[src/sv/weighted_sum_on_change_assert.svh]
// Assertion macros used by the top RTL file of the weighted sum block.
`ifndef WEIGHTED_SUM_ON_CHANGE_ASSERT_SVH
`define WEIGHTED_SUM_ON_CHANGE_ASSERT_SVH

// Check that a condition holds in the same cycle as its trigger.
`define WSOC_ASSERT_IMPL(label, clk, rst_n, trig, cond) \
  label: assert property (@(posedge clk) disable iff (!rst_n) (trig) |-> (cond)) \
    else $error("weighted_sum_on_change: same-cycle check failed");

// Check that a condition holds in the cycle after its trigger.
`define WSOC_ASSERT_NEXT(label, clk, rst_n, trig, cond) \
  label: assert property (@(posedge clk) disable iff (!rst_n) (trig) |=> (cond)) \
    else $error("weighted_sum_on_change: next-cycle check failed");

`endif

[src/sv/wsoc_pkg.sv]
`timescale 1ns / 1ps

package wsoc_pkg;

  localparam int PORT_SLOTS   = 4;
  localparam int PORT_IDX_W   = 2;
  localparam int SAMPLE_W     = 16;
  localparam int WEIGHT_W     = 16;
  localparam int SUM_W        = 34;
  localparam int DIGIT_W      = 4;
  localparam int NUM_DIGITS   = SAMPLE_W / DIGIT_W;
  localparam int DIGIT_CNT_W  = $clog2(NUM_DIGITS);
  localparam int REG_IDX_W    = 3;
  localparam int CFG_ADDR_W   = 5;
  localparam int CFG_DATA_W   = 32;
  localparam int IN_TDATA_W   = 16;
  localparam int OUT_TDATA_W  = 40;

  typedef logic signed [SAMPLE_W-1:0] sample_t;
  typedef logic signed [WEIGHT_W-1:0] weight_t;
  typedef logic signed [SUM_W-1:0]    sum_t;
  typedef logic [PORT_SLOTS-1:0]      port_mask_t;

  localparam weight_t    WEIGHT_RESET = 16'sd4096;
  localparam port_mask_t MASK_RESET   = 4'hF;

  // Register indexes, byte address 4*index
  typedef enum logic [REG_IDX_W-1:0] {
    REG_WEIGHT_0   = 3'd0,
    REG_WEIGHT_1   = 3'd1,
    REG_WEIGHT_2   = 3'd2,
    REG_WEIGHT_3   = 3'd3,
    REG_CONN_MASK  = 3'd4,
    REG_HAS_OUTPUT = 3'd5
  } reg_idx_t;

  typedef struct packed {
    logic       start;
    port_mask_t mask;
  } mac_ctrl_t;

  typedef struct packed {
    logic busy;
    logic done;
  } mac_stat_t;

endpackage

[src/sv/wsoc_mac.sv]
`timescale 1ns / 1ps

// Digit-serial multiply-accumulate over the live ports: one 4-bit digit of
// one sample per cycle times that port's weight, four digits per port.
module wsoc_mac #(
  parameter int LIVE_PORTS = 4
) (
  input  logic                clk,
  input  logic                rst_n,
  input  wsoc_pkg::mac_ctrl_t ctrl_i,
  input  wsoc_pkg::weight_t   weights_i [wsoc_pkg::PORT_SLOTS],
  input  wsoc_pkg::sample_t   samples_i [wsoc_pkg::PORT_SLOTS],
  output wsoc_pkg::mac_stat_t stat_o,
  output wsoc_pkg::sum_t      sum_o
);
  import wsoc_pkg::*;

  localparam logic [PORT_IDX_W-1:0]  LAST_PORT  = PORT_IDX_W'(LIVE_PORTS - 1);
  localparam logic [DIGIT_CNT_W-1:0] LAST_DIGIT = DIGIT_CNT_W'(NUM_DIGITS - 1);

  logic                          busy_r;
  logic                          done_r;
  logic [PORT_IDX_W-1:0]         port_r;
  logic [DIGIT_CNT_W-1:0]        digit_r;
  logic [SAMPLE_W-1:0]           shift_r;
  sum_t                          acc_r;

  logic [DIGIT_W-1:0]            digit;
  logic signed [DIGIT_W:0]       digit_s;
  weight_t                       weight_sel;
  logic signed [WEIGHT_W+DIGIT_W:0] prod;
  sum_t                          prod_ext;
  sum_t                          acc_nxt;
  logic [SAMPLE_W-1:0]           shift_nxt;
  logic [PORT_IDX_W-1:0]         port_next;

  // Form one partial product; the top digit carries the sample's sign
  always_comb begin
    digit      = shift_r[DIGIT_W-1:0];
    digit_s    = (digit_r == LAST_DIGIT) ? {digit[DIGIT_W-1], digit} : {1'b0, digit};
    weight_sel = ctrl_i.mask[port_r] ? weights_i[port_r] : '0;
    prod       = weight_sel * digit_s;
    prod_ext   = SUM_W'(prod);
    acc_nxt    = acc_r + (prod_ext <<< (DIGIT_W * digit_r));
    shift_nxt  = {DIGIT_W'(0), shift_r[SAMPLE_W-1:DIGIT_W]};
    port_next  = port_r + 1'b1;
  end

  // Step through digits, then ports
  always_ff @(posedge clk) begin
    if (!rst_n) begin
      busy_r <= 1'b0;
      done_r <= 1'b0;
    end else begin
      done_r <= 1'b0;
      if (ctrl_i.start) begin
        busy_r  <= 1'b1;
        port_r  <= '0;
        digit_r <= '0;
        acc_r   <= '0;
        shift_r <= samples_i[0];
      end else if (busy_r) begin
        acc_r <= acc_nxt;
        if (digit_r == LAST_DIGIT) begin
          digit_r <= '0;
          if (port_r == LAST_PORT) begin
            busy_r <= 1'b0;
            done_r <= 1'b1;
          end else begin
            port_r  <= port_next;
            shift_r <= samples_i[port_next];
          end
        end else begin
          digit_r <= digit_r + 1'b1;
          shift_r <= shift_nxt;
        end
      end
    end
  end

  assign stat_o.busy = busy_r;
  assign stat_o.done = done_r;
  assign sum_o       = acc_r;

endmodule

[src/sv/weighted_sum_on_change.sv]
`timescale 1ns / 1ps
// Weighted sum of up to four sample ports, emitted when it changes.
// Input stream: each beat carries one signed 16-bit sample (in_tdata) for the
// port in in_tuser. A beat on a port outside connected_mask is dropped.
// Once every connected port has delivered a sample, each further sample
// triggers a new weighted sum (Q2.14 weights, 34-bit exact result, 14
// fraction bits); the first sum is always sent, later ones only if they
// differ from the previous sum. has_output = 0 keeps the state going but
// sends no beats.
// Handshake: with P = min(NUM_PORTS, 4) live ports, one digit-serial
// multiplier works through all P ports, digit by digit, so a beat that needs
// a sum holds in_tready low until its result is loaded into the output
// register or found not to need sending. A beat that needs no sum does not.
// The result sits in an output register; while the receiver stalls, a new
// beat is still taken and worked on, and only its own result waits for the
// register to free up.
// Reset (synchronous, rst_n low) restores weights to 0.25, all ports
// connected, output on, and forgets all samples. Registers sit on the APB
// port at 4*index; write them only while the block is idle.
`include "weighted_sum_on_change_assert.svh"

module weighted_sum_on_change #(
  parameter int NUM_PORTS = 4
) (
  input  logic                                 clk,
  input  logic                                 rst_n,
  // Input stream
  input  logic                                 in_tvalid,
  output logic                                 in_tready,
  input  logic [wsoc_pkg::IN_TDATA_W-1:0]      in_tdata,   // [15:0] sample_value
  input  logic [wsoc_pkg::PORT_IDX_W-1:0]      in_tuser,   // [1:0] port_index
  // Result stream
  output logic                                 out_tvalid,
  input  logic                                 out_tready,
  output logic [wsoc_pkg::OUT_TDATA_W-1:0]     out_tdata,  // [33:0] sum_value
  // Configuration
  input  logic                                 cfg_psel,
  input  logic                                 cfg_penable,
  input  logic                                 cfg_pwrite,
  input  logic [wsoc_pkg::CFG_ADDR_W-1:0]      cfg_paddr,
  input  logic [wsoc_pkg::CFG_DATA_W-1:0]      cfg_pwdata,
  output logic [wsoc_pkg::CFG_DATA_W-1:0]      cfg_prdata,
  output logic                                 cfg_pready
);
  import wsoc_pkg::*;

  localparam int         LIVE_PORTS = (NUM_PORTS < PORT_SLOTS) ? NUM_PORTS : PORT_SLOTS;
  localparam port_mask_t LIVE_BITS  = port_mask_t'((1 << LIVE_PORTS) - 1);

  typedef enum logic [1:0] {
    ST_IDLE,
    ST_MAC,
    ST_EMIT
  } state_t;

  // Configuration registers
  weight_t    weight_r [PORT_SLOTS];
  port_mask_t conn_mask_r;
  logic       has_output_r;
  logic       cfg_wr;

  // Sample store and control
  sample_t    samples_r [LIVE_PORTS];
  sample_t    samples_w [PORT_SLOTS];
  state_t     state_r, state_nxt;
  logic       start_r, start_nxt;
  port_mask_t seen_r, seen_nxt;
  logic       started_r, started_nxt;
  sum_t       last_sum_r, last_sum_nxt;
  logic       out_tvalid_r, out_tvalid_nxt;
  sum_t       out_data_r, out_data_nxt;

  port_mask_t live_mask;
  port_mask_t seen_upd;
  logic       in_acc;
  logic       in_hit;
  logic       need_sum;
  logic       emit_want;
  mac_ctrl_t  mac_ctrl;
  mac_stat_t  mac_stat;
  sum_t       mac_sum;

  // Write registers on the access beat
  assign cfg_pready = 1'b1;
  assign cfg_wr     = cfg_psel && cfg_penable && cfg_pwrite && cfg_pready;

  always_ff @(posedge clk) begin
    if (!rst_n) begin
      for (int i = 0; i < PORT_SLOTS; i++) begin
        weight_r[i] <= WEIGHT_RESET;
      end
      conn_mask_r  <= MASK_RESET;
      has_output_r <= 1'b1;
    end else if (cfg_wr) begin
      case (cfg_paddr[CFG_ADDR_W-1:2])
        REG_WEIGHT_0:   weight_r[0]  <= cfg_pwdata[WEIGHT_W-1:0];
        REG_WEIGHT_1:   weight_r[1]  <= cfg_pwdata[WEIGHT_W-1:0];
        REG_WEIGHT_2:   weight_r[2]  <= cfg_pwdata[WEIGHT_W-1:0];
        REG_WEIGHT_3:   weight_r[3]  <= cfg_pwdata[WEIGHT_W-1:0];
        REG_CONN_MASK:  conn_mask_r  <= cfg_pwdata[PORT_SLOTS-1:0];
        REG_HAS_OUTPUT: has_output_r <= cfg_pwdata[0];
        default: ;
      endcase
    end
  end

  // Read back registers
  always_comb begin
    case (cfg_paddr[CFG_ADDR_W-1:2])
      REG_WEIGHT_0:   cfg_prdata = CFG_DATA_W'($unsigned(weight_r[0]));
      REG_WEIGHT_1:   cfg_prdata = CFG_DATA_W'($unsigned(weight_r[1]));
      REG_WEIGHT_2:   cfg_prdata = CFG_DATA_W'($unsigned(weight_r[2]));
      REG_WEIGHT_3:   cfg_prdata = CFG_DATA_W'($unsigned(weight_r[3]));
      REG_CONN_MASK:  cfg_prdata = CFG_DATA_W'(conn_mask_r);
      REG_HAS_OUTPUT: cfg_prdata = CFG_DATA_W'(has_output_r);
      default:        cfg_prdata = '0;
    endcase
  end

  // Decode the incoming beat
  assign in_tready = (state_r == ST_IDLE);
  assign in_acc    = in_tvalid && in_tready;
  assign live_mask = conn_mask_r & LIVE_BITS;
  assign in_hit    = live_mask[in_tuser];
  assign seen_upd  = seen_r | (port_mask_t'(1) << in_tuser);
  assign need_sum  = started_r || ((seen_upd & live_mask) == live_mask);

  // Store samples of live ports; unused slots read as zero
  for (genvar p = 0; p < PORT_SLOTS; p++) begin : g_slot
    if (p < LIVE_PORTS) begin : g_live
      always_ff @(posedge clk) begin
        if (!rst_n) begin
          samples_r[p] <= '0;
        end else if (in_acc && in_hit && (in_tuser == PORT_IDX_W'(p))) begin
          samples_r[p] <= in_tdata[SAMPLE_W-1:0];
        end
      end
      assign samples_w[p] = samples_r[p];
    end else begin : g_dead
      assign samples_w[p] = '0;
    end
  end

  // Serial multiply-accumulate
  assign mac_ctrl.start = start_r;
  assign mac_ctrl.mask  = live_mask;

  wsoc_mac #(
    .LIVE_PORTS (LIVE_PORTS)
  ) u_mac (
    .clk       (clk),
    .rst_n     (rst_n),
    .ctrl_i    (mac_ctrl),
    .weights_i (weight_r),
    .samples_i (samples_w),
    .stat_o    (mac_stat),
    .sum_o     (mac_sum)
  );

  // Sequence one beat: store, sum, compare, send
  assign emit_want = (!started_r || (mac_sum != last_sum_r)) && has_output_r;

  always_comb begin
    state_nxt      = state_r;
    start_nxt      = 1'b0;
    seen_nxt       = seen_r;
    started_nxt    = started_r;
    last_sum_nxt   = last_sum_r;
    out_tvalid_nxt = out_tvalid_r && !out_tready;
    out_data_nxt   = out_data_r;
    case (state_r)
      ST_IDLE: begin
        if (in_acc && in_hit) begin
          seen_nxt = seen_upd;
          if (need_sum) begin
            start_nxt = 1'b1;
            state_nxt = ST_MAC;
          end
        end
      end
      ST_MAC: begin
        if (mac_stat.done) begin
          state_nxt = ST_EMIT;
        end
      end
      ST_EMIT: begin
        if (!emit_want || !out_tvalid_r || out_tready) begin
          last_sum_nxt = mac_sum;
          started_nxt  = 1'b1;
          state_nxt    = ST_IDLE;
          if (emit_want) begin
            out_tvalid_nxt = 1'b1;
            out_data_nxt   = mac_sum;
          end
        end
      end
      default: state_nxt = ST_IDLE;
    endcase
  end

  always_ff @(posedge clk) begin
    if (!rst_n) begin
      state_r      <= ST_IDLE;
      start_r      <= 1'b0;
      seen_r       <= '0;
      started_r    <= 1'b0;
      out_tvalid_r <= 1'b0;
    end else begin
      state_r      <= state_nxt;
      start_r      <= start_nxt;
      seen_r       <= seen_nxt;
      started_r    <= started_nxt;
      out_tvalid_r <= out_tvalid_nxt;
      last_sum_r   <= last_sum_nxt;
      out_data_r   <= out_data_nxt;
    end
  end

  assign out_tvalid = out_tvalid_r;
  assign out_tdata  = {(OUT_TDATA_W - SUM_W)'(0), out_data_r};

  // Checks
  `WSOC_ASSERT_IMPL(a_done_in_mac, clk, rst_n, mac_stat.done, state_r == ST_MAC)
  `WSOC_ASSERT_NEXT(a_start_busy, clk, rst_n, start_r, mac_stat.busy)
  `WSOC_ASSERT_IMPL(a_load_from_emit, clk, rst_n, $rose(out_tvalid_r), $past(state_r == ST_EMIT))
  `WSOC_ASSERT_NEXT(a_miss_idle, clk, rst_n, in_acc && !in_hit, state_r == ST_IDLE)

endmodule
[config.mk]
export PLATFORM = sky130hd
export DESIGN_NAME = weighted_sum_on_change
export DESIGN_NICKNAME = d
export VERILOG_FILES = /design/src/sv/wsoc_pkg.sv /design/src/sv/wsoc_mac.sv /design/src/sv/weighted_sum_on_change.sv
export VERILOG_INCLUDE_DIRS = /design/src /design/src/sv
export SDC_FILE = /design/constraint.sdc
export NUM_CORES = 1
export LEC_CHECK = 0
export ABC_AREA = 1
export BUFFER_PORTS_ARGS = -buffer_cell sky130_fd_sc_hd__buf_2
export CAP_MARGIN = 20
export CORE_MARGIN = 8
export CORE_UTILIZATION = 61
export DETAILED_ROUTE_END_ITERATION = 16
export PLACE_DENSITY = 0.91
export SLEW_MARGIN = 20
export SYNTH_ARGS = -nofsm -noshare
export SYNTH_HDL_FRONTEND = slang
export SYNTH_SLANG_ARGS = --single-unit
[constraint.sdc]
create_clock -name clk -period 7.9 [get_ports clk]
set_clock_uncertainty 0.1 [all_clocks]
set_input_delay 0 -clock clk [delete_from_list [all_inputs] [get_ports clk]]
set_output_delay 0 -clock clk [all_outputs]
set_load 0.005 [all_outputs]
After elaboration in Yosys (flattened, before gate mapping) --
Memory sizes are Yosys's and may differ from the RTL's. Cells that the tools add are included.
Storage, ports and cells: bits in registers 202, memory bits (writable) 64, input bits 62, output and inout bits 75, logic and storage cells 154, memories 1
Operators by class: $add $sub $neg 3, $mul 1, $lt $le $gt $ge 4, equal/unequal tests 20, shifts and indexed selects 2, muxes and demuxes 54, bitwise logic cells 11, reductions and logical operators 39
Memories:
- samples_r | depth 4, width 16, read ports 4, clocked after Yosys merged registers in 0, write ports 4, RTL line weighted_sum_on_change.sv:63 | sample_t samples_r [LIVE_PORTS];
Operator list (count):
- 16-bit 2-to-1 mux | 13
- 16-bit case mux with 6 select lines | 1
- 16-bit binary-select mux with 2-bit select | 2
- 34-bit adder | 1
- 34-bit 2-to-1 mux | 1
- 34-bit != test | 1
- 21-bit by 4-bit <<< shifter with 34-bit output | 1
- 1-bit 2-to-1 mux | 24
- 16-bit by 5-bit multiplier with 21-bit output | 1
- 2-bit 2-to-1 mux | 9
- 2-bit AND reduction | 9
- 4-bit AND reduction | 3
- 2-bit equality test, second input constant | 5
- 1-bit logical AND | 10
- 3-bit AND reduction | 3
- 3-bit by 2-bit equality test with 1-bit output, second input constant | 2
- 3-bit equality test, second input constant | 2
- 3-bit >= comparator, second input constant | 2
- 2-bit by 3-bit < comparator with 1-bit output, second input constant | 2
- 2-bit by 1-bit != test with 1-bit output, second input constant | 3
- 2-bit inverter with 3-bit output | 2
- 2-bit case mux with 3 select lines | 1
- 5-bit 2-to-1 mux | 1
- 2-bit by 1-bit adder with 2-bit output, second input constant | 2
- other kinds (17) | 33

Longest topological paths before layout --
Gate-level depths: netlist of run 1.
word-level depth 9, mapped depth 42

Hierarchy --
A second synthesis of run 1 with hierarchy kept.
Unflattened totals: cells, all modules 2210, area, all modules 17354.1 um^2
By module, submodules not included:
- wsoc_mac | times used 1, cells each 1348, area an instance 8923.6 um^2
- weighted_sum_on_change | times used 1, cells each 862, area an instance 8430.6 um^2

Worst setup path after synthesis of run 1 --
No wires, ideal clock.
path type reg-to-reg, from reg u_mac.port_r[0], to reg u_mac.acc_r[25] (netlist: u_mac.sum_o[25]), data pin, library setup time 0.255 ns, arrival time 5.678 ns, required time 7.545 ns, slack 1.868 ns, cell stages (with the launch flop) 34, buffers on the path 3, period minus slack after synthesis 6.032 ns, cells stage by stage edfxtp_1 > buf_4 > inv_2 > buf_2 > buf_2 > nor2_1 > o21ai_0 > nand2_1 > inv_1 > nor2_1 > fa_1 > fa_1 > inv_1 > fa_1 > inv_1 > ha_1 > nand2_1 > o21ai_0 > nand2_1 > nand2_1 > xor2_1 > or2_2 > nand3_1 > o21ai_0 > ha_1 > nand2_1 > nor2_1 > nand2_1 > nor2_1 > nand2_1 > nand3_1 > nand3_1 > a21oi_1 > nor2_1
Between the ends: longest elaborated chain between the ends 9
RTL lines:
- start: declaration | RTL line wsoc_mac.sv:23 | logic [PORT_IDX_W-1:0] port_r;
- start signal: assignment | RTL line wsoc_mac.sv:70 | port_r <= port_next;
- 2-bit inverter with 3-bit output (implied by the code) | RTL line wsoc_mac.sv:41 | weight_sel = ctrl_i.mask[port_r] ? weights_i[port_r] : '0;
- 16-bit binary-select mux with 2-bit select | RTL line wsoc_mac.sv:41
- 16-bit 2-to-1 mux (implied by the code) (2 in series) | RTL line wsoc_mac.sv:41
- 16-bit 2-to-1 mux * | RTL line wsoc_mac.sv:41
- 16-bit by 5-bit multiplier with 21-bit output * | RTL line wsoc_mac.sv:42 | prod = weight_sel * digit_s;
- 21-bit by 4-bit <<< shifter with 34-bit output * | RTL line wsoc_mac.sv:44 | acc_nxt = acc_r + (prod_ext <<< (DIGIT_W * digit_r));
- 34-bit adder * | RTL line wsoc_mac.sv:44
- 34-bit 2-to-1 mux * | RTL line wsoc_mac.sv:62 | end else if (busy_r) begin
- end signal: assignment | RTL line wsoc_mac.sv:63 | acc_r <= acc_nxt;
- end: declaration | RTL line wsoc_mac.sv:26 | sum_t acc_r;
Every way passes the cells marked *; elsewhere a longest branch is shown, timed or not. The select of a mux whose other input is x is not followed. A chain may end at the register's enable or synchronous reset.

Worst setup path in the final report of run 1 --
from reg u_mac.port_r[0], to reg u_mac.acc_r[26] (netlist: u_mac.sum_o[26]), data pin
The elaborated chain is that of the path after synthesis.

==> impl_metrics.tcl, run 1 <==
set metrics [dict create \
    outcome "complete, no violations" \
    gp_congestion 0.972 \
    detail_route.wl_per_cell_um 17.3 \
    min_period_ns 7.25 \
    cts_tree "yes" \
    drc_errors 0 \
    peakVddDrop_mv 0.169 \
    power.share.switching 0.225 \
    die_h_um 182 \
    fmax_mhz 138 \
    drt-vias-per-instance 5.81 \
    grt_use_total 0.269 \
    endpoint_kind "flip-flop" \
    p_int_mw 2.33 \
    area_delta_synth_final_pct 12.2 \
    grt_remaining_overflow 0 \
    dr.first_iter.drc_count 1597 \
    synth_top_area_frac 0.330 \
    whs_ns 0.0281 \
    start_util 0.614 \
    final.period_utilization 0.918 \
    synth_area_leader_cell "edfxtp_1" \
    antenna_found_initial 1 \
    routed_wl_um 45800 \
    holdBufCountCts 43 \
    max_stage_delay_ns 0.55 \
    netlist-cell-type-count 50 \
    fp.dieW_um 182 \
    clk_latency_ns 0.56 \
    postLayoutCoreUtil 0.689 \
    rows 61 \
    cts.sinks 266 \
    synth_top_family_by_area "simple AND/OR/NAND/NOR gates" \
    ys_top_cells_by_count "365 x nand2_1, 365 x nor2_1, 284 x inv_1" \
    setup_slack_ns 0.651 \
    yosys.area_share.simple 0.214 \
    syn_inst 2133 \
    root_buffer "clkbuf_16" \
    grt_pass1_vias 14965 \
    cts_setup_buffers 0 \
    worst_pin_slew_ns 1.07 \
    slew-limit-headroom 0.284 \
    first_pass_iters 6 \
    synth.area.mux_share 0.000592 \
    cp_slowest_cell "fa_1" \
    yosysWarnings 0 \
    ant_nets 0 \
    cts_buffers 27 \
    crit_required_ns 8.11 \
    clock_path_buffers 3 \
    synth_xor_area_frac 0.0124 \
    ys_top_cells_by_area "edfxtp_1 33%, dfxtp_1 9.5%, nand2_1 8.1%" \
    vias 15392 \
    worst_setup_path_start_kind "flip-flop" \
    synth_area_mm2 0.0169 \
    critical_path_class "reg -> reg" \
    crit_fanout 23 \
    antennaDiodeCount 0 \
    finalNetCount 2435 \
    synthAdderAreaFrac 0.114 \
    fin_tns_setup_ns 0 \
    synthFlopType "edfxtp_1" \
    htree_levels 1 \
    rsz0062_at_grt "false" \
    path_clk_slew_ns 0.06 \
    cts_resized 0 \
    power_frac_comb 0.053 \
    maxSlewViolCount 0 \
    p_leak_nw 8.51 \
    arrival_ns 7.46 \
    synth_edf_count 186 \
    ys_ff_latch 266 \
    power_frac_seq 0.506 \
    synth_seq_area_share 0.425 \
    drive_above_1_share 0.0798 \
    port_buffers 95 \
    grt_start_max_net_pins 71 \
    synth_compound_area_frac 0.141 \
    grt_pass1_wl_um 73500 \
    cap_viol_max_count 0 \
    syn_avg_cell_area_um2 7.93 \
    preCtsSetupSlack_ns 0.784 \
    hp-class "in -> reg" \
    coreArea_mm2 0.0276 \
    p_per_area_mw_per_mm2 158 \
    p_clk_frac 0.441 \
    finalSetupViolations 0 \
    dieArea_mm2 0.0333 \
    place_hpwl_um 31700 \
    power_switching_uw 673 \
    synthArstFlopShare 0 \
    io_pins 137 \
    cp_common_cell "nand2_1" \
    hold_viol_final 0 \
]
final timing paths:
| path | startpoint | to | slack [ns] | cells after the start |
|---|---|---|---|---|
| max | u_mac.port_r[0]$_SDFFCE_PP0P_ | u_mac.sum_o[26]$_SDFFCE_PP0P_ | 0.65 | 34 |
| min | in_tuser[0] | start_r$_SDFF_PN0_ | 0.03 | 5 |
| min reg2reg | weight_r[50]$_SDFFE_PN0P_ | weight_r[50]$_SDFFE_PN0P_ | 0.37 | 2 |
| max reg2reg | u_mac.port_r[0]$_SDFFCE_PP0P_ | u_mac.sum_o[26]$_SDFFCE_PP0P_ | 0.65 | 34 |
stage by stage:
step | power [mW] | area, µm² | std cells
2_1_floorplan | 1.64 | 17000 | 2154
3_3_place_gp | 1.67 | 17600 | 2555
3_5_place_dp | 1.68 | 17600 | 2555
4_1_cts | 2.99 | 19000 | 2647
5_1_grt | 3.07 | 19000 | 2647
6_report | 3.00 | 19000 | 2647
critical path, delay by kind of cell (launching register included):
kind                     cells  cell delay (ns)
flip-flops                   1             0.41
buffers and inverters        6             0.89
adder cells (fa/ha/maj)      5             2.33
AND/OR/NAND/NOR             18             1.82
AO/OA/AOI/OAI                5             1.46
power by group through the flow:
stage          sequential, mW  combinational (mW)  clock (mW)
5_1_grt                  1.52               0.174        1.37
3_3_place_gp             1.54               0.131           0
4_1_cts                  1.52               0.153        1.33
2_1_floorplan            1.54              0.0963           0
3_5_place_dp             1.55               0.136           0
6_report                 1.52               0.159        1.32
layout by cell type (no fill, tap or decap), drive strengths merged, types with 2 or more instances in the layout:
master and n:
nand2 369, nor2 367, inv 289, o21ai 236, edfxtp 186, a21oi 153
buf 113, nand3 106, dfxtp 80, ha 73, fa 51, dlygate4sd3 43
clkbuf 37, conb 23, nand4 16, nor3 16, o22ai 15, xor2 14
o2111ai 13, xnor2 10, clkinv 9, and2 6, or2 6, a21boi 6
o21bai 5, o221ai 3, a221oi 3, nand3b 3, o21a 3, nor4 2
a21o 2, bufinv 2
registers in the layout (all words and copies together), names as in the netlist, 4 cells and up:
register	count
seen_r	4
samples_r	64
last_sum_r	34
weight_r	64
u_mac.sum_o	34
conn_mask_r	4
u_mac.shift_r	16
out_data_r	34
per-layer routing:
metal  up-vias  global-route usage  share of wire
met3       165              0.0443          0.087
met4         2               0.108          0.037
met5         -                   0        0.00020
met1      7148               0.326           0.38
met2       848               0.471           0.49
li1       7229                   -              -
logic make-up after synthesis:
group | after synthesis
AO/OA/AOI/OAI | 445
XOR/XNOR | 24
adder cells (fa/ha/maj) | 124
buffers and inverters | 379
flip-flops | 266
multiplexers | 1
other | 2
AND/OR/NAND/NOR | 892
layout make-up:
type                            instances  area (µm²)
Sequential cell                       266        7190
Timing Repair Buffer                  156        1040
Fill cell                            2114        8580
Inverter                              289        1080
Multi-Input combinational cell       1509        8270
Tap cell                              378         473
Clock buffer                           37         785
Clock inverter                         12         131
No activity file was read; power rests on OpenSTA's default activity.
==> inputs of run 2 (changes only) <==
--- a/config.mk
+++ b/config.mk
@@ -12,6 +12,7 @@
 export CORE_MARGIN = 8
 export CORE_UTILIZATION = 61
 export DETAILED_ROUTE_END_ITERATION = 16
+export MAX_ROUTING_LAYER = met4
 export PLACE_DENSITY = 0.91
 export SLEW_MARGIN = 20
 export SYNTH_ARGS = -nofsm -noshare
==> impl_metrics.tcl, run 2 (synthesized netlist as in run 1, its figures left out) <==
set metrics [dict create \
    outcome "complete, no violations" \
    power_switching_uw 667 \
    r2r_cells 25 \
    p_per_area_mw_per_mm2 157 \
    cap_viol_max_count 0 \
    drc_errors 0 \
    die_h_um 182 \
    final.period_utilization 0.926 \
    p_int_mw 2.31 \
    min_path_cells 4 \
    clock_path_buffers 3 \
    cts_tree "yes" \
    root_buffer "clkbuf_16" \
    finalSetupViolations 0 \
    routed_wl_um 46700 \
    power.share.switching 0.224 \
    path_clk_slew_ns 0.07 \
    area_delta_synth_final_pct 12.3 \
    p_clk_frac 0.438 \
    p_leak_nw 8.51 \
    crit_fanout 20 \
    drt-vias-per-instance 5.84 \
    fp.dieW_um 182 \
    drive_above_1_share 0.0788 \
    rsz0062_at_grt "false" \
    cts_setup_buffers 0 \
    layout_common_cells "365 x nor2_1, 365 x nand2_1, 284 x inv_1" \
    fmax_mhz 137 \
    dr.first_iter.drc_count 1679 \
    reg.largest.list "samples_r x64, weight_r x64" \
    clk_latency_ns 0.56 \
    port_buffers 95 \
    arrival_ns 7.53 \
    htree_levels 1 \
    endpoint_kind "flip-flop" \
    grt_use_total 0.281 \
    grt_remaining_overflow 0 \
    gp_congestion 0.950 \
    worst_pin_slew_ns 1.12 \
    maxSlewViolCount 0 \
    hp-class "in -> reg" \
    preCtsSetupSlack_ns 0.671 \
    ant_nets 0 \
    antennaDiodeCount 0 \
    detail_route.wl_per_cell_um 17.6 \
    antenna_found_initial 0 \
    critical_path_class "reg -> reg" \
    place_hpwl_um 32300 \
    fin_tns_setup_ns 0 \
    setup_slack_ns 0.582 \
    cts_buffers 27 \
    hold_viol_final 0 \
    grt_pass1_vias 15247 \
    vias 15472 \
    coreArea_mm2 0.0276 \
    grt_start_max_net_pins 71 \
    slew-limit-headroom 0.250 \
    power_frac_seq 0.509 \
    cts.sinks 266 \
    first_pass_iters 6 \
    rows 61 \
    finalNetCount 2438 \
    grt_pass1_wl_um 74400 \
    ff2ff_setup_slack_ns 0.58 \
    io_pins 137 \
    power_frac_comb 0.053 \
    peakVddDrop_mv 0.186 \
    dieArea_mm2 0.0333 \
    min_period_ns 7.32 \
    start_util 0.614 \
    worst_setup_path_start_kind "flip-flop" \
    crit_required_ns 8.12 \
]
-- run 2: changes by cell type in the layout (fill, tap and decap cells not counted), sizes merged --
cell	before	now
clkbuf	37	35
dlygate4sd3	43	46
clkinv	9	11
inv	289	288
-- run 2: layout make-up --
| type | instances | area (µm²) |
|---|---|---|
| clock inverters | 13 | 138 |
| inverters | 289 | 1080 |
| clock buffers | 35 | 761 |
| fillers | 2135 | 8560 |
| repair buffers | 159 | 1070 |
| well taps | 378 | 473 |
| multi-input cells | 1509 | 8270 |
| flip-flops and latches | 266 | 7190 |
-- run 2: routing by layer --
layer | global-route usage | share of wire
met4 | 0.108 | 0.036
met5 | - | 0
met2 | 0.477 | 0.49
met1 | 0.337 | 0.39
met3 | 0.0374 | 0.089
-- run 2: what timing repair did --
action / CTS / global route
endpoints found under the hold margin: 137 / 0
hold buffers: 46 / 0
resized for setup: 0 / 1
endpoints found under the setup margin: 0 / 1
-- run 2: path summary, 6_finish.rpt --
| path | start | end |
|---|---|---|
| worst max register to register | u_mac.port_r[0]$_SDFFCE_PP0P_ | u_mac.sum_o[30]$_SDFFCE_PP0P_ |
| worst min-delay path | cfg_psel | conn_mask_r[3]$_SDFFE_PN1P_ |
| worst min register to register | weight_r[50]$_SDFFE_PN0P_ | weight_r[50]$_SDFFE_PN0P_ |
| worst max-delay path | u_mac.port_r[0]$_SDFFCE_PP0P_ | u_mac.sum_o[30]$_SDFFCE_PP0P_ |
-- run 2: stage by stage --
| step | hold slack, ns | power [mW] | cell area [µm²] | std cells | util |
|---|---|---|---|---|---|
| 2_1_floorplan | 0.0262 | 1.64 | 17000 | 2154 | - |
| 3_3_place_gp | 0.169 | 1.67 | 17600 | 2555 | 0.640 |
| 3_5_place_dp | 0.174 | 1.68 | 17600 | 2555 | 0.640 |
| 4_1_cts | 0.000138 | 2.98 | 19000 | 2649 | 0.689 |
| 5_1_grt | 0.0946 | 3.06 | 19000 | 2649 | 0.689 |
| 6_report | 0.0586 | 2.98 | 19000 | 2649 | 0.689 |
-- run 2: worst max-delay path: stages (launching register included) --
cell      delay (ns)
edfxtp_1        0.42
inv_2           0.29
nand2_1         0.14
a21oi_2         0.58
nand2_1         0.27
inv_1           0.14
nand2_1         0.09
fa_1            0.56
fa_1            0.45
fa_1            0.56
fa_1            0.48
o21ai_0         0.40
nand2_1         0.09
nand2_1         0.14
xor2_1          0.10
or2_2           0.29
nand3_1         0.10
o21ai_0         0.15
ha_1            0.39
nand2_1         0.12
nor2_1          0.15
nand2_1         0.06
o21ai_0         0.50
nand4_1         0.23
a21oi_1         0.19
nor2_1          0.06
-- run 2: power by group through the flow --
stage	Sequential (mW)	Combinational [mW]	Clock, mW
floorplan	1.54	0.0963	0
global placement	1.54	0.131	0
detailed placement	1.55	0.136	0
CTS	1.52	0.153	1.31
global route	1.52	0.174	1.36
finish	1.52	0.159	1.30
==> inputs of run 3 (changes only) <==
--- a/config.mk
+++ b/config.mk
@@ -9,11 +9,13 @@
 export ABC_AREA = 1
 export BUFFER_PORTS_ARGS = -buffer_cell sky130_fd_sc_hd__buf_2
 export CAP_MARGIN = 20
+export CELL_PAD_IN_SITES_DETAIL_PLACEMENT = 0
+export CELL_PAD_IN_SITES_GLOBAL_PLACEMENT = 1
 export CORE_MARGIN = 8
-export CORE_UTILIZATION = 61
+export CORE_UTILIZATION = 46
 export DETAILED_ROUTE_END_ITERATION = 16
 export MAX_ROUTING_LAYER = met4
-export PLACE_DENSITY = 0.91
+export PLACE_DENSITY = 0.92
 export SLEW_MARGIN = 20
 export SYNTH_ARGS = -nofsm -noshare
 export SYNTH_HDL_FRONTEND = slang
==> impl_metrics.tcl, run 3 (synthesized netlist as in run 1, its figures left out) <==
set metrics [dict create \
    dieArea_mm2 0.0431 \
    crit_fanout 24 \
    grt_start_max_net_pins 71 \
    maxSlewViolCount 0 \
    cap_viol_max_count 0 \
    antenna_found_initial 0 \
    antennaDiodeCount 0 \
    final_design_area_no_fill_mm2 0.0191 \
    drt-vias-per-instance 5.29 \
    critPathTopFamily "adder cells" \
    worst_pin_slew_ns 1.07 \
    cp_common_cell "nand2_1" \
    clock_path_buffers 3 \
    cts.sinks 266 \
    seq_area_mm2 0.00719 \
    start_util 0.464 \
    drive_above_1_share 0.0808 \
    vias 14514 \
    peakVddDrop_mv 0.178 \
    arrival_ns 7.44 \
    multi_input_area_mm2 0.00828 \
    final.period_utilization 0.915 \
    cts_buffers 29 \
    min_period_ns 7.23 \
    critPathLaunch "u_mac.port_r[0]$_SDFFCE_PP0P_" \
    p_per_area_mw_per_mm2 155 \
    fillers 3452 \
    cts_tree "yes" \
    crit_required_ns 8.12 \
    cp_slowest_cell "fa_1" \
    finalNetCount 2443 \
    dpl-instance-area_mm2 0.0178 \
    p_leak_nw 8.52 \
    drc_errors 0 \
    grt_pass1_wl_um 74400 \
    cts_setup_buffers 0 \
    slew-limit-headroom 0.286 \
    die_h_um 208 \
    outcome "complete, no violations" \
    htree_levels 1 \
    grt_remaining_overflow 0 \
    hp-class "in -> reg" \
    fmax_mhz 138 \
    reg.largest.list "samples_r x64, weight_r x64" \
    hold_viol_final 0 \
    coreArea_mm2 0.0364 \
    routed_wl_um 45600 \
    area_delta_synth_final_pct 13.1 \
    worst_setup_path_start_kind "flip-flop" \
    rsz0062_at_grt "false" \
    reg2reg_from "u_mac.port_r[0]$_SDFFCE_PP0P_" \
    dr.first_iter.drc_count 1130 \
    path_clk_slew_ns 0.06 \
    fp.dieW_um 208 \
    ant_nets 0 \
    endpoint_kind "flip-flop" \
    gp_congestion 0.923 \
    grt_pass1_vias 14341 \
    layout.cells.most_common "nand2_1" \
    clk_latency_ns 0.57 \
    postLayoutCoreUtil 0.525 \
    first_pass_iters 5 \
    hp-start "cfg_pwrite" \
    place_hpwl_um 32700 \
    layout_common_cells "365 x nand2_1, 364 x nor2_1, 284 x inv_1" \
    io_pins 137 \
    root_buffer "clkbuf_16" \
    rows 70 \
    crit_buf_inv 6 \
    max_stage_delay_ns 0.54 \
    finalSetupViolations 0 \
    critical_path_class "reg -> reg" \
    port_buffers 95 \
    grt_use_total 0.214 \
    detail_route.wl_per_cell_um 16.6 \
    fin_tns_setup_ns 0 \
]
run 3: cell type report:
type | count | area share
timing repair buffer | 162 | 0.0576
clock inverter | 14 | 0.00641
clock buffer | 37 | 0.0403
sequential | 266 | 0.376
tap | 468 | 0.0306
inverter | 289 | 0.0567
multi-input combinational | 1509 | 0.433
run 3: report_power, final:
group | switching, mW | leakage, nW | internal, mW | total [mW]
clock network | 0.572 | 0.449 | 0.726 | 1.30
registers | 0.00878 | 2.41 | 1.51 | 1.51
logic | 0.101 | 5.66 | 0.0554 | 0.157
run 3: final timing paths:
| check | to | slack (ns) | cells after the start |
|---|---|---|---|
| hold / removal | weight_r[60]$_SDFFE_PN1P_ | 0.03 | 4 |
| setup reg to reg | u_mac.sum_o[29]$_SDFFCE_PP0P_ | 0.67 | 34 |
| hold reg to reg | weight_r[51]$_SDFFE_PN0P_ | 0.37 | 2 |
| setup / recovery | u_mac.sum_o[29]$_SDFFCE_PP0P_ | 0.67 | 34 |
run 3: repair_timing:
action	in CTS	in global routing
resized for setup	0	1
hold buffers	48	0
setup endpoints to repair	0	8
hold endpoints to repair	137	0
run 3: per-layer routing:
metal	GRT usage	part of all wire	vias to the layer above	routed length, µm
li1	-	-	7251	-
met1	0.273	0.45	6801	20400
met2	0.366	0.49	402	22100
met3	0.0232	0.048	60	2210
met4	0.0475	0.019	0	868
met5	-	0	-	0
run 3: tightest hold or removal path, stage by stage:
cell     delay [ns]
buf_2          0.09
nand3_1        0.25
nor2_1         0.16
o21ai_0        0.16
run 3: stage by stage:
step	hold WS [ns]	std cells	setup slack [ns]	total power [mW]
after floorplan	0.0262	2154	1.87	1.64
after global placement	0.170	2646	0.649	1.68
after detailed placement	0.180	2646	0.524	1.68
after CTS	0.00471	2745	0.518	2.99
after global routing	0.0805	2745	0.0295	3.07
final	0.0259	2745	0.674	2.97
